$ cat config.mk
export PLATFORM = sky130hd
export DESIGN_NAME = ph_trimmed_mean_sampler_core
export DESIGN_NICKNAME = d
export VERILOG_FILES = /design/src/rtl/ptms_pkg.sv /design/src/rtl/ptms_ram.sv /design/src/rtl/ptms_div.sv /design/src/rtl/ptms_ctrl.sv /design/src/rtl/ptms_datapath.sv /design/src/rtl/ph_trimmed_mean_sampler_core.sv
export VERILOG_INCLUDE_DIRS = /design/src /design/src/rtl
export SDC_FILE = /design/constraint.sdc
export NUM_CORES = 2
export LEC_CHECK = 0
export BUFFER_PORTS_ARGS = -buffer_cell sky130_fd_sc_hd__buf_2
export CAP_MARGIN = 20
export CORE_MARGIN = 2
export CORE_UTILIZATION = 60
export CTS_BUF_LIST = sky130_fd_sc_hd__clkbuf_8
export CTS_CLUSTER_DIAMETER = 80
export DETAILED_ROUTE_END_ITERATION = 10
export PLACE_DENSITY = 0.8
export SETUP_SLACK_MARGIN = 0.3
export SYNTH_ARGS = -nofsm -noshare
export SYNTH_HDL_FRONTEND = slang
export SYNTH_SLANG_ARGS = --single-unit
$ cat constraint.sdc
create_clock -name clk -period 5.8 [get_ports clk]
set_input_delay 0.29 -clock clk [delete_from_list [all_inputs] [get_ports clk]]
set_output_delay 0.29 -clock clk [all_outputs]
set_load 0.05 [all_outputs]
$ cat src/rtl/ph_trimmed_mean_sampler_core_defines.svh
// Assertion helpers for the top-level core. The enclosing module must have clk and rst.
`ifndef PH_TRIMMED_MEAN_SAMPLER_CORE_DEFINES_SVH
`define PH_TRIMMED_MEAN_SAMPLER_CORE_DEFINES_SVH

// Same-cycle implication, disabled while reset is high.
`define PTMS_ASSERT_IMP(lbl, ante, cons, msg) \
  lbl: assert property (@(posedge clk) disable iff (rst) (ante) |-> (cons)) \
    else $error(msg);

// Next-cycle implication, disabled while reset is high.
`define PTMS_ASSERT_NXT(lbl, ante, cons, msg) \
  lbl: assert property (@(posedge clk) disable iff (rst) (ante) |=> (cons)) \
    else $error(msg);

`endif

$ cat src/rtl/ptms_pkg.sv
`timescale 1ns / 1ps
package ptms_pkg;

  localparam int SAMPLE_COUNT_DEF = 32;

  localparam int ADC_W      = 12;
  localparam int ADC_MAX    = 4095;
  localparam int TIME_W     = 32;
  localparam int INTERVAL_W = 16;
  localparam int SLOPE_W    = 20;
  localparam int OFFSET_W   = 20;
  localparam int PH_W       = 22;
  localparam int VOLT_W     = 18;
  localparam int FRAC_W     = 16;
  localparam int CFG_IDX_W  = 2;
  localparam int CFG_DATA_W = 20;

  // 3.54 V full scale over 4096 codes, in Q16: 56.64 = 5664 / 100.
  localparam int VOLT_NUM   = 5664;
  localparam int VOLT_DEN   = 100;

  localparam int PH_MAX_OUT = 2097151;

  localparam logic [INTERVAL_W-1:0] INTERVAL_RST = 16'd20;
  localparam logic [SLOPE_W-1:0]    SLOPE_RST    = 20'd268698;
  localparam logic [OFFSET_W-1:0]   OFFSET_RST   = 20'd0;

  localparam logic [CFG_IDX_W-1:0] CFG_INTERVAL = 2'd0;
  localparam logic [CFG_IDX_W-1:0] CFG_SLOPE    = 2'd1;
  localparam logic [CFG_IDX_W-1:0] CFG_OFFSET   = 2'd2;

  typedef struct packed {
    logic [ADC_W-1:0]  adc_sample;
    logic [TIME_W-1:0] now_ms;
  } ptms_in_t;

  typedef struct packed {
    logic signed [PH_W-1:0] ph_level;
    logic [VOLT_W-1:0]      probe_voltage;
    logic                   sampled;
  } ptms_out_t;

  typedef struct packed {
    logic accept;
    logic scan_rd;
    logic trim;
    logic mul1;
    logic mul2;
    logic finish;
    logic load_out;
  } ptms_cmd_t;

  typedef struct packed {
    logic take;
    logic scan_last;
    logic out_free;
  } ptms_status_t;

endpackage

$ cat src/rtl/ptms_ram.sv
`timescale 1ns / 1ps
module ptms_ram #(
  parameter int WIDTH = 12,
  parameter int DEPTH = 32
) (
  input  logic                     clk,
  input  logic                     we,
  input  logic [$clog2(DEPTH)-1:0] waddr,
  input  logic [WIDTH-1:0]         wdata,
  input  logic                     re,
  input  logic [$clog2(DEPTH)-1:0] raddr,
  output logic [WIDTH-1:0]         rdata
);

  logic [WIDTH-1:0] mem [DEPTH];

  always_ff @(posedge clk) begin
    if (we) begin
      mem[waddr] <= wdata;
    end
    if (re) begin
      rdata <= mem[raddr];
    end
  end

endmodule

$ cat src/rtl/ptms_div.sv
`timescale 1ns / 1ps
module ptms_div #(
  parameter int DEND_W = 17,
  parameter int Q_W    = 18,
  parameter int NUM    = 5664,
  parameter int DEN    = 3000
) (
  input  logic              clk,
  input  logic              load,
  input  logic [DEND_W-1:0] dividend,
  output logic [Q_W-1:0]    quotient
);

  // floor(dividend * NUM / DEN) as one multiply by a rounded-up reciprocal.
  // The rounding error of RECIP is below DEN, so the quotient is exact as long
  // as dividend * DEN stays below 2^SHIFT, which holds for ring sizes up to 74 entries.
  localparam int     SHIFT   = 31;
  localparam longint SCALED  = longint'(NUM) << SHIFT;
  localparam longint RECIP   = (SCALED + longint'(DEN) - 1) / longint'(DEN);
  localparam int     RECIP_W = $clog2(RECIP + 1);
  localparam int     PROD_W  = DEND_W + RECIP_W;
  localparam logic [RECIP_W-1:0] RECIP_C = RECIP_W'(RECIP);

  logic [PROD_W-1:0] prod;

  always_ff @(posedge clk) begin
    if (load) begin
      prod <= PROD_W'(dividend) * PROD_W'(RECIP_C);
    end
  end

  assign quotient = prod[SHIFT +: Q_W];

endmodule

$ cat src/rtl/ptms_ctrl.sv
`timescale 1ns / 1ps
module ptms_ctrl
  import ptms_pkg::*;
(
  input  logic         clk,
  input  logic         rst,
  input  logic         in_valid,
  input  ptms_status_t status,
  output ptms_cmd_t    cmd,
  output logic         in_stall
);

  typedef enum logic [3:0] {
    S_IDLE, S_SCAN, S_TAIL, S_TRIM, S_MUL1, S_MUL2, S_FIN, S_DONE
  } state_t;

  state_t state;
  state_t state_next;

  always_comb begin
    cmd        = '0;
    state_next = state;
    case (state)
      S_IDLE: begin
        if (in_valid) begin
          cmd.accept = 1'b1;
          state_next = status.take ? S_SCAN : S_DONE;
        end
      end
      S_SCAN: begin
        cmd.scan_rd = 1'b1;
        if (status.scan_last) begin
          state_next = S_TAIL;
        end
      end
      S_TAIL: state_next = S_TRIM;
      S_TRIM: begin
        cmd.trim   = 1'b1;
        state_next = S_MUL1;
      end
      S_MUL1: begin
        cmd.mul1   = 1'b1;
        state_next = S_MUL2;
      end
      S_MUL2: begin
        cmd.mul2   = 1'b1;
        state_next = S_FIN;
      end
      S_FIN: begin
        cmd.finish = 1'b1;
        state_next = S_DONE;
      end
      S_DONE: begin
        if (status.out_free) begin
          cmd.load_out = 1'b1;
          state_next   = S_IDLE;
        end
      end
      default: state_next = S_IDLE;
    endcase
  end

  always_ff @(posedge clk) begin
    if (rst) begin
      state <= S_IDLE;
    end else begin
      state <= state_next;
    end
  end

  assign in_stall = (state != S_IDLE);

endmodule

$ cat src/rtl/ptms_datapath.sv
`timescale 1ns / 1ps
module ptms_datapath
  import ptms_pkg::*;
#(
  parameter int SAMPLE_COUNT = SAMPLE_COUNT_DEF
) (
  input  logic                  clk,
  input  logic                  rst,
  input  logic                  cfg_valid,
  input  logic [CFG_IDX_W-1:0]  cfg_index,
  input  logic [CFG_DATA_W-1:0] cfg_data,
  input  ptms_in_t              in_item,
  input  logic                  out_stall,
  input  ptms_cmd_t             cmd,
  output ptms_status_t          status,
  output logic                  out_valid,
  output ptms_out_t             out_item
);

  localparam int ADDR_W  = $clog2(SAMPLE_COUNT);
  localparam int SUM_W   = $clog2(SAMPLE_COUNT * ADC_MAX + 1);
  localparam int DIVISOR = VOLT_DEN * (SAMPLE_COUNT - 2);
  localparam int MUL2_W  = SLOPE_W + VOLT_W;
  localparam logic signed [PH_W+1:0] PH_SAT = (PH_W + 2)'(PH_MAX_OUT);

  logic [INTERVAL_W-1:0]    interval;
  logic [SLOPE_W-1:0]       slope;
  logic signed [OFFSET_W-1:0] offset;

  logic [TIME_W-1:0]        last_time;
  logic [TIME_W-1:0]        elapsed;
  logic [ADDR_W-1:0]        pos;
  logic [SAMPLE_COUNT-1:0]  ent_valid;
  logic                     did;

  logic [ADDR_W-1:0]        rd_addr;
  logic                     rd_pend;
  logic                     rd_vld_q;
  logic [ADC_W-1:0]         rdata;
  logic [ADC_W-1:0]         rval;

  logic [SUM_W-1:0]         sum;
  logic [ADC_W-1:0]         mn;
  logic [ADC_W-1:0]         mx;
  logic [SUM_W-1:0]         trimmed;
  logic [VOLT_W-1:0]        quot;
  logic [MUL2_W-1:0]        prod2;
  logic signed [PH_W+1:0]   ph_sum;

  logic signed [PH_W-1:0]   held_ph;
  logic [VOLT_W-1:0]        held_volt;

  always_ff @(posedge clk) begin
    if (rst) begin
      interval <= INTERVAL_RST;
      slope    <= SLOPE_RST;
      offset   <= OFFSET_RST;
    end else if (cfg_valid) begin
      case (cfg_index)
        CFG_INTERVAL: interval <= cfg_data[INTERVAL_W-1:0];
        CFG_SLOPE:    slope    <= cfg_data[SLOPE_W-1:0];
        CFG_OFFSET:   offset   <= cfg_data[OFFSET_W-1:0];
        default: ;
      endcase
    end
  end

  assign elapsed     = in_item.now_ms - last_time;
  assign status.take = elapsed > TIME_W'(interval);

  always_ff @(posedge clk) begin
    if (rst) begin
      last_time <= '0;
      pos       <= '0;
      ent_valid <= '0;
      did       <= 1'b0;
    end else if (cmd.accept) begin
      did <= status.take;
      if (status.take) begin
        last_time      <= in_item.now_ms;
        ent_valid[pos] <= 1'b1;
        if (pos == ADDR_W'(SAMPLE_COUNT - 1)) begin
          pos <= '0;
        end else begin
          pos <= pos + 1'b1;
        end
      end
    end
  end

  ptms_ram #(
    .WIDTH (ADC_W),
    .DEPTH (SAMPLE_COUNT)
  ) u_ring (
    .clk   (clk),
    .we    (cmd.accept && status.take),
    .waddr (pos),
    .wdata (in_item.adc_sample),
    .re    (cmd.scan_rd),
    .raddr (rd_addr),
    .rdata (rdata)
  );

  // Entries never written since reset read as zero.
  always_ff @(posedge clk) begin
    if (rst) begin
      rd_addr  <= '0;
      rd_pend  <= 1'b0;
      rd_vld_q <= 1'b0;
    end else begin
      rd_pend <= cmd.scan_rd;
      if (cmd.accept) begin
        rd_addr <= '0;
      end else if (cmd.scan_rd) begin
        rd_addr  <= rd_addr + 1'b1;
        rd_vld_q <= ent_valid[rd_addr];
      end
    end
  end

  assign status.scan_last = (rd_addr == ADDR_W'(SAMPLE_COUNT - 1));
  assign rval             = rd_vld_q ? rdata : '0;

  // Sum of all entries less one minimum and one maximum.
  always_ff @(posedge clk) begin
    if (cmd.accept) begin
      sum <= '0;
      mn  <= '1;
      mx  <= '0;
    end else if (rd_pend) begin
      sum <= sum + SUM_W'(rval);
      if (rval < mn) begin
        mn <= rval;
      end
      if (rval > mx) begin
        mx <= rval;
      end
    end
    if (cmd.trim) begin
      trimmed <= sum - SUM_W'(mn) - SUM_W'(mx);
    end
    if (cmd.mul2) begin
      prod2 <= MUL2_W'(slope) * MUL2_W'(quot);
    end
  end

  ptms_div #(
    .DEND_W (SUM_W),
    .Q_W    (VOLT_W),
    .NUM    (VOLT_NUM),
    .DEN    (DIVISOR)
  ) u_div (
    .clk      (clk),
    .load     (cmd.mul1),
    .dividend (trimmed),
    .quotient (quot)
  );

  assign ph_sum = $signed({2'b00, prod2[MUL2_W-1:FRAC_W]})
                + $signed({{(PH_W + 2 - OFFSET_W){offset[OFFSET_W-1]}}, offset});

  always_ff @(posedge clk) begin
    if (rst) begin
      held_ph   <= '0;
      held_volt <= '0;
    end else if (cmd.finish) begin
      held_volt <= quot;
      if (ph_sum > PH_SAT) begin
        held_ph <= PH_SAT[PH_W-1:0];
      end else begin
        held_ph <= ph_sum[PH_W-1:0];
      end
    end
  end

  assign status.out_free = !out_valid || !out_stall;

  always_ff @(posedge clk) begin
    if (rst) begin
      out_valid <= 1'b0;
    end else if (cmd.load_out) begin
      out_valid <= 1'b1;
    end else if (!out_stall) begin
      out_valid <= 1'b0;
    end
  end

  always_ff @(posedge clk) begin
    if (cmd.load_out) begin
      out_item <= '{ph_level: held_ph, probe_voltage: held_volt, sampled: did};
    end
  end

endmodule

$ cat src/rtl/ph_trimmed_mean_sampler_core.sv
`timescale 1ns / 1ps
// Timed pH probe sampler with a min/max trimmed mean of the last SAMPLE_COUNT readings.
// Input channel sample_*: one item carries a converter reading and a millisecond time.
// Every accepted item gives exactly one result item on result_*: the held pH and
// probe voltage, and a flag telling whether this item stored a new sample.
// An item whose elapsed time does not exceed the interval leaves the ring and sample time alone;
// its result is loaded into the output register from state DONE once that register is free.
// A stored sample walks the ring memory one entry a cycle (read port of the ring),
// then scales the trimmed sum to volts with a multiply by a constant reciprocal,
// applies the slope and adds the offset, saturating the pH at PH_MAX_OUT; then loads its result.
// sample_stall stays high until the result has been placed in the output register,
// so one item is in work at a time.
// While result_stall holds a result, the next item may still be taken and worked on,
// but its result waits (and sample_stall stays high) until the output register frees.
// Configuration writes on cfg_* are always ready and belong to idle periods.
// Reset (synchronous) loads the register defaults, clears the ring to zero through
// per-entry valid bits, and zeroes the held values and the sample time.
module ph_trimmed_mean_sampler_core
  import ptms_pkg::*;
#(
  parameter int SAMPLE_COUNT = SAMPLE_COUNT_DEF
) (
  input  logic                  clk,
  input  logic                  rst,
  input  logic                  sample_valid,
  output logic                  sample_stall,
  input  ptms_in_t              sample_item,
  output logic                  result_valid,
  input  logic                  result_stall,
  output ptms_out_t             result_item,
  input  logic                  cfg_valid,
  output logic                  cfg_ready,
  input  logic [CFG_IDX_W-1:0]  cfg_index,
  input  logic [CFG_DATA_W-1:0] cfg_data
);

  `include "ph_trimmed_mean_sampler_core_defines.svh"

  ptms_cmd_t    cmd;
  ptms_status_t status;

  assign cfg_ready = 1'b1;

  ptms_ctrl u_ctrl (
    .clk      (clk),
    .rst      (rst),
    .in_valid (sample_valid),
    .status   (status),
    .cmd      (cmd),
    .in_stall (sample_stall)
  );

  ptms_datapath #(
    .SAMPLE_COUNT (SAMPLE_COUNT)
  ) u_dp (
    .clk       (clk),
    .rst       (rst),
    .cfg_valid (cfg_valid && cfg_ready),
    .cfg_index (cfg_index),
    .cfg_data  (cfg_data),
    .in_item   (sample_item),
    .out_stall (result_stall),
    .cmd       (cmd),
    .status    (status),
    .out_valid (result_valid),
    .out_item  (result_item)
  );

  `PTMS_ASSERT_NXT(a_one_in_flight, sample_valid && !sample_stall, sample_stall, "item accepted while busy")
  `PTMS_ASSERT_IMP(a_load_when_free, cmd.load_out, !result_valid || !result_stall, "result overwritten")
  `PTMS_ASSERT_IMP(a_cmd_exclusive, 1'b1, $onehot0(cmd), "overlapping datapath commands")
  `PTMS_ASSERT_IMP(a_result_source, $rose(result_valid), $past(cmd.load_out), "result without load")

endmodule
==> key figures <==
Outcome
  – Status: finished, violations left
  – Failing checks: negative setup slack

Synth
  – Post-Synth XOR/XNOR Area: around 1.7%
  – Post-synth EDFFs: around 490
  – Share of synthesized registers carrying an async set or reset: 0%
  – Post-synth top area cell: edfxtp_1
  – Yosys warns: 0
  – Synth Area in Compound Gates: about 7.4%
  – Synth top area cells: edfxtp_1 (29%), fa_1 (20%), ha_1 (9.9%), dfxtp_1 (8.6%), inv_1 (5.6%)
  – Post-Syn Area: about 50,000 µm²
  – Main combinational cell family by area after synthesis: adder cells
  – Netlist cell types: 81
  – Post-Synth Adder-Cell Area: 29.6%
  – Sequential area share after synthesis: a little under two fifths
  – Mux share of post-synthesis cell area: ~6.4%
  – Post-synthesis cell count: 4,506
  – Synth top area share: between 20% and 30%
  – Synth Area in Simple Gates: between 10 and 15%
  – Syn_area_per_cell: between 10 and 15 µm²
  – Ys flop type: edfxtp_1
  – #FFs+latches synth: between 700 and 800
  – Mapped Nets: 5,481

Critical path
  – Crit Reg-Reg Startpoint: u_dp.trimmed[14]$_DFFE_PN_
  – Worst Setup End Kind: register
  – Slowest stage delay, CP: just under 0.7 ns
  – R2r endpoint: u_dp.u_div.prod[46]$_DFFE_PP_
  – Worst path most repeated cell: fa_1
  – CP startpoint kind: register
  – Max Fanout on Critical Path: 4
  – R2R Setup Slk: -0.47 ns
  – R2R depth: 23
  – Crit-path leading delay family: adder cells
  – Critical-path cell list: fa_2 -> inv_4 -> fa_1 -> fa_1 -> inv_1 -> fa_1 -> fa_1 -> inv_1 -> fa_1 -> inv_1 -> ha_1 -> nand2_1 -> a21oi_1 -> o22a_1 -> a21boi_2 -> a41o_4 -> a311oi_4 -> o22ai_2 -> buf_4 -> buf_6 -> a31o_4 -> o22ai_2 -> xnor2_1
  – Worst setup path category: reg -> reg
  – Worst path buffer plus inverter count: 6
  – WP data arrival: slightly below 7 ns
  – Worst EP required: 6.31 ns
  – Slowest cell on crit path: fa_2

Timing
  – Fmax: between 0.15 and 0.2 GHz
  – Max-slew headroom: between 20% and 30%
  – Max-slew violations: 0
  – RSZ-0062 raised after global routing: true
  – PnR worst setup slack: -0.468 ns
  – Ratio of final minimum period to clock period: 108%
  – Layout Skew: 0.0657 ns
  – Final Hold Fails: 0
  – Final setup viols: 31
  – Fin crit period: roughly 6.3 ns
  – Worst-margin pin slew: 1.11 ns

Route
  – Initial DRT Pass Iterations: 7
  – Vias per cell: around 5.8
  – DR WL/cell: about 20 µm
  – Drt first-iter violations: around 2,900
  – Final WL: between 100,000 and 150,000 µm
  – # DRC: 0
  – Via count: roughly 36,000
  – Post-DRT Antenna Nets: 0

Global routing
  – Busiest grt layer: met2
  – Grt ovf: 0
  – Met2 Usage GRT: between 50% and 60%
  – Total GRT Usage: 29.5%
  – Initial antenna violation count: 7
  – Met3 usage: under 10%
  – Global-route wire length before repair: 200,000 µm
  – Vias in the first global route: around 38,000
  – GRT met1 Usage: 38.2%
  – Largest net degree at the start of global routing: 55

Floorplan
  – Horiz. Die Dim: approximately 300 µm
  – FP Rows: approximately 110
  – Ports: between 100 and 150
  – Die H: between 200 and 300 µm
  – Initial core utilization: 60.8%
  – Core area: about 84,000 µm²
  – Full die area: 87,200 µm²

Run
  – MaxCap Viol Count: 0

Min path
  – Hold Crit Class: in -> reg
  – Hold path endpoint: u_dp.u_ring.mem[0][2]$_DFFE_PP_
  – Hold_sp: sample_item[34]
  – Worst Hold Depth: 1

Final layout
  – Final core utilization: approximately 70%
  – Area grow syn2layout: 16.7%
  – Fin nets: 5,945
  – FILL cells: between 5,000 and 6,000
  – Final Instance Count excl. Fillers: a little over 6,000
  – Share of cells above drive strength 1: 18.8%

Placement
  – Pre-CTS setup slack: -0.593 ns
  – Final HPWL from detailed placement: 91,900 µm
  – Cell count after placement: between 5,000 and 6,000
  – Number of I/O port buffers: around 110
  – Routability Congestion: ~0.95

Clock tree
  – TritonCTS clock tree: done
  – Clk buf depth: 3
  – Clk root buf: clkbuf_8
  – CTS buffer count: 112
  – CTS clk-pin slew, worst paths: ~0.06 ns
  – Count of clock tree sinks: slightly above 700
  – Clock latency on the worst-skew pair: roughly 0.79 ns
  – H-tree depth: 3

Pwr
  – Max rail drop VDD: between 0.0002 and 0.0003 V
  – Overall power: between 15 and 20 mW
  – Leakage: between 20 and 30 nW
  – Power Density: roughly 260 nW/µm²
==> placed cells by master (no fill, tap or decap), types with 12 or more instances in the layout <==
cell type / count
buf_2: 112
or3_1: 15
buf_6: 30
nand3_1: 94
xnor2_1: 59
nand2b_1: 16
buf_12: 39
ha_4: 17
a22o_1: 34
mux2i_1: 31
and3_1: 47
o21a_1: 19
and2_1: 149
mux4_2: 124
fa_1: 484
a21o_1: 55
fa_2: 18
dlygate4sd3_1: 63
mux2_2: 15
clkbuf_8: 116
nor3_1: 30
o21ai_0: 101
a21oi_1: 189
nand4_1: 22
nand2_1: 445
ha_1: 382
nor2b_1: 18
inv_1: 768
buf_4: 303
clkinv_2: 12
nor2_1: 155
a211oi_1: 34
clkinv_1: 24
o211ai_1: 17
a21oi_2: 15
dfxtp_1: 215
inv_2: 17
edfxtp_1: 494
xor2_1: 33
bufinv_16: 13
==> stage by stage <==
stage / setup TNS (ns) / hold slack (ns) / cell area (µm²)
after floorplan: -0.878 / 0.389 / 51100
after global placement: -7.36 / 0.413 / 55200
after detailed placement: -11.80 / 0.415 / 55200
after CTS: -6.71 / 0.000715 / 59000
after global routing: -15.17 / 0.0676 / 59400
final: -9.23 / 0.0777 / 59400
==> cells by family (layout without fill, tap and decap cells) <==
group                    Yosys count  after routing
AND/OR/NAND/NOR                 1076           1077
buffers and inverters            954           1509
adder cells (fa/ha/maj)          904            904
flip-flops                       712            712
AO/OA/AOI/OAI                    590            590
multiplexers                     170            170
XOR/XNOR                          99             99
other                              1              5
==> area by class of cell <==
class / count / area [µm²] / area share, %
sequential: 712 / 19200 / 32.3
clock inverter: 90 / 822 / 1.38
clock buffer: 116 / 1600 / 2.69
tap: 1134 / 1420 / 2.39
timing repair buffer: 548 / 4600 / 7.74
antenna: 4 / 10.0 / 0.0168
multi-input combinational: 2841 / 28900 / 48.7
inverter: 755 / 2840 / 4.77
==> state kept, by name, summed over array words and instances, names as in the netlist, 20 cells and up <==
signal           cells
u_dp.out_item       41
u_dp.offset         20
u_dp.held_ph        22
u_dp.last_time      32
u_dp.u_ring.mem    384
u_dp.prod2          22
u_dp.slope          20
u_dp.ent_valid      32
==> how the worst max path moves through the flow <==
stage	from	end	slack (ns)	cells past startpoint
finish	u_dp.trimmed[14]$_DFFE_PN_	u_dp.u_div.prod[46]$_DFFE_PP_	-0.47	23
global route	u_dp.trimmed[11]$_DFFE_PN_	u_dp.u_div.prod[46]$_DFFE_PP_	-0.65	23
CTS	u_dp.trimmed[11]$_DFFE_PN_	u_dp.u_div.prod[46]$_DFFE_PP_	-0.35	23
detailed placement	u_dp.u_div.prod[36]$_DFFE_PP_	u_dp.prod2[34]$_DFFE_PP_	-0.59	20
floorplan	u_dp.trimmed[14]$_DFFE_PN_	u_dp.u_div.prod[48]$_DFFE_PP_	-0.21	21
global placement	u_dp.u_div.prod[34]$_DFFE_PP_	u_dp.prod2[34]$_DFFE_PP_	-0.49	20
==> power breakdown <==
group | internal [mW] | switching (mW)
sequential | 5.66 | 0.0702
combinational | 2.54 | 2.71
clock | 2.48 | 2.10
total | 10.7 | 4.88
==> routing by layer <==
| metal | up-vias | wire length (µm) |
|---|---|---|
| met1 | 18000 | 49000 |
| li1 | 16100 | - |
| met5 | - | 38 |
| met2 | 1514 | 62600 |
| met3 | 340 | 9280 |
| met4 | 6 | 5100 |
==> cells in the mapped netlist, types with 39 or more instances <==
master and instances:
edfxtp_1 494, nor2_1 165, mux4_2 124, nand2_1 451, a21o_1 55, inv_1 753
and3_1 49, a211oi_1 39, nand3_1 96, a21oi_1 207, clkbuf_1 163, dfxtp_1 218
xnor2_1 65, and2_1 156, ha_1 402, fa_1 502, o21ai_0 112
==> timing repair <==
item,4_1_cts,5_1_grt
buffers inserted,40,12
pin swaps,74,37
gates cloned,1,0
setup endpoints to repair,432,495
hold endpoints to repair,148,0
gates resized for setup,114,53
hold buffers,63,0
Note: power is estimated with default switching activity, not from simulation.
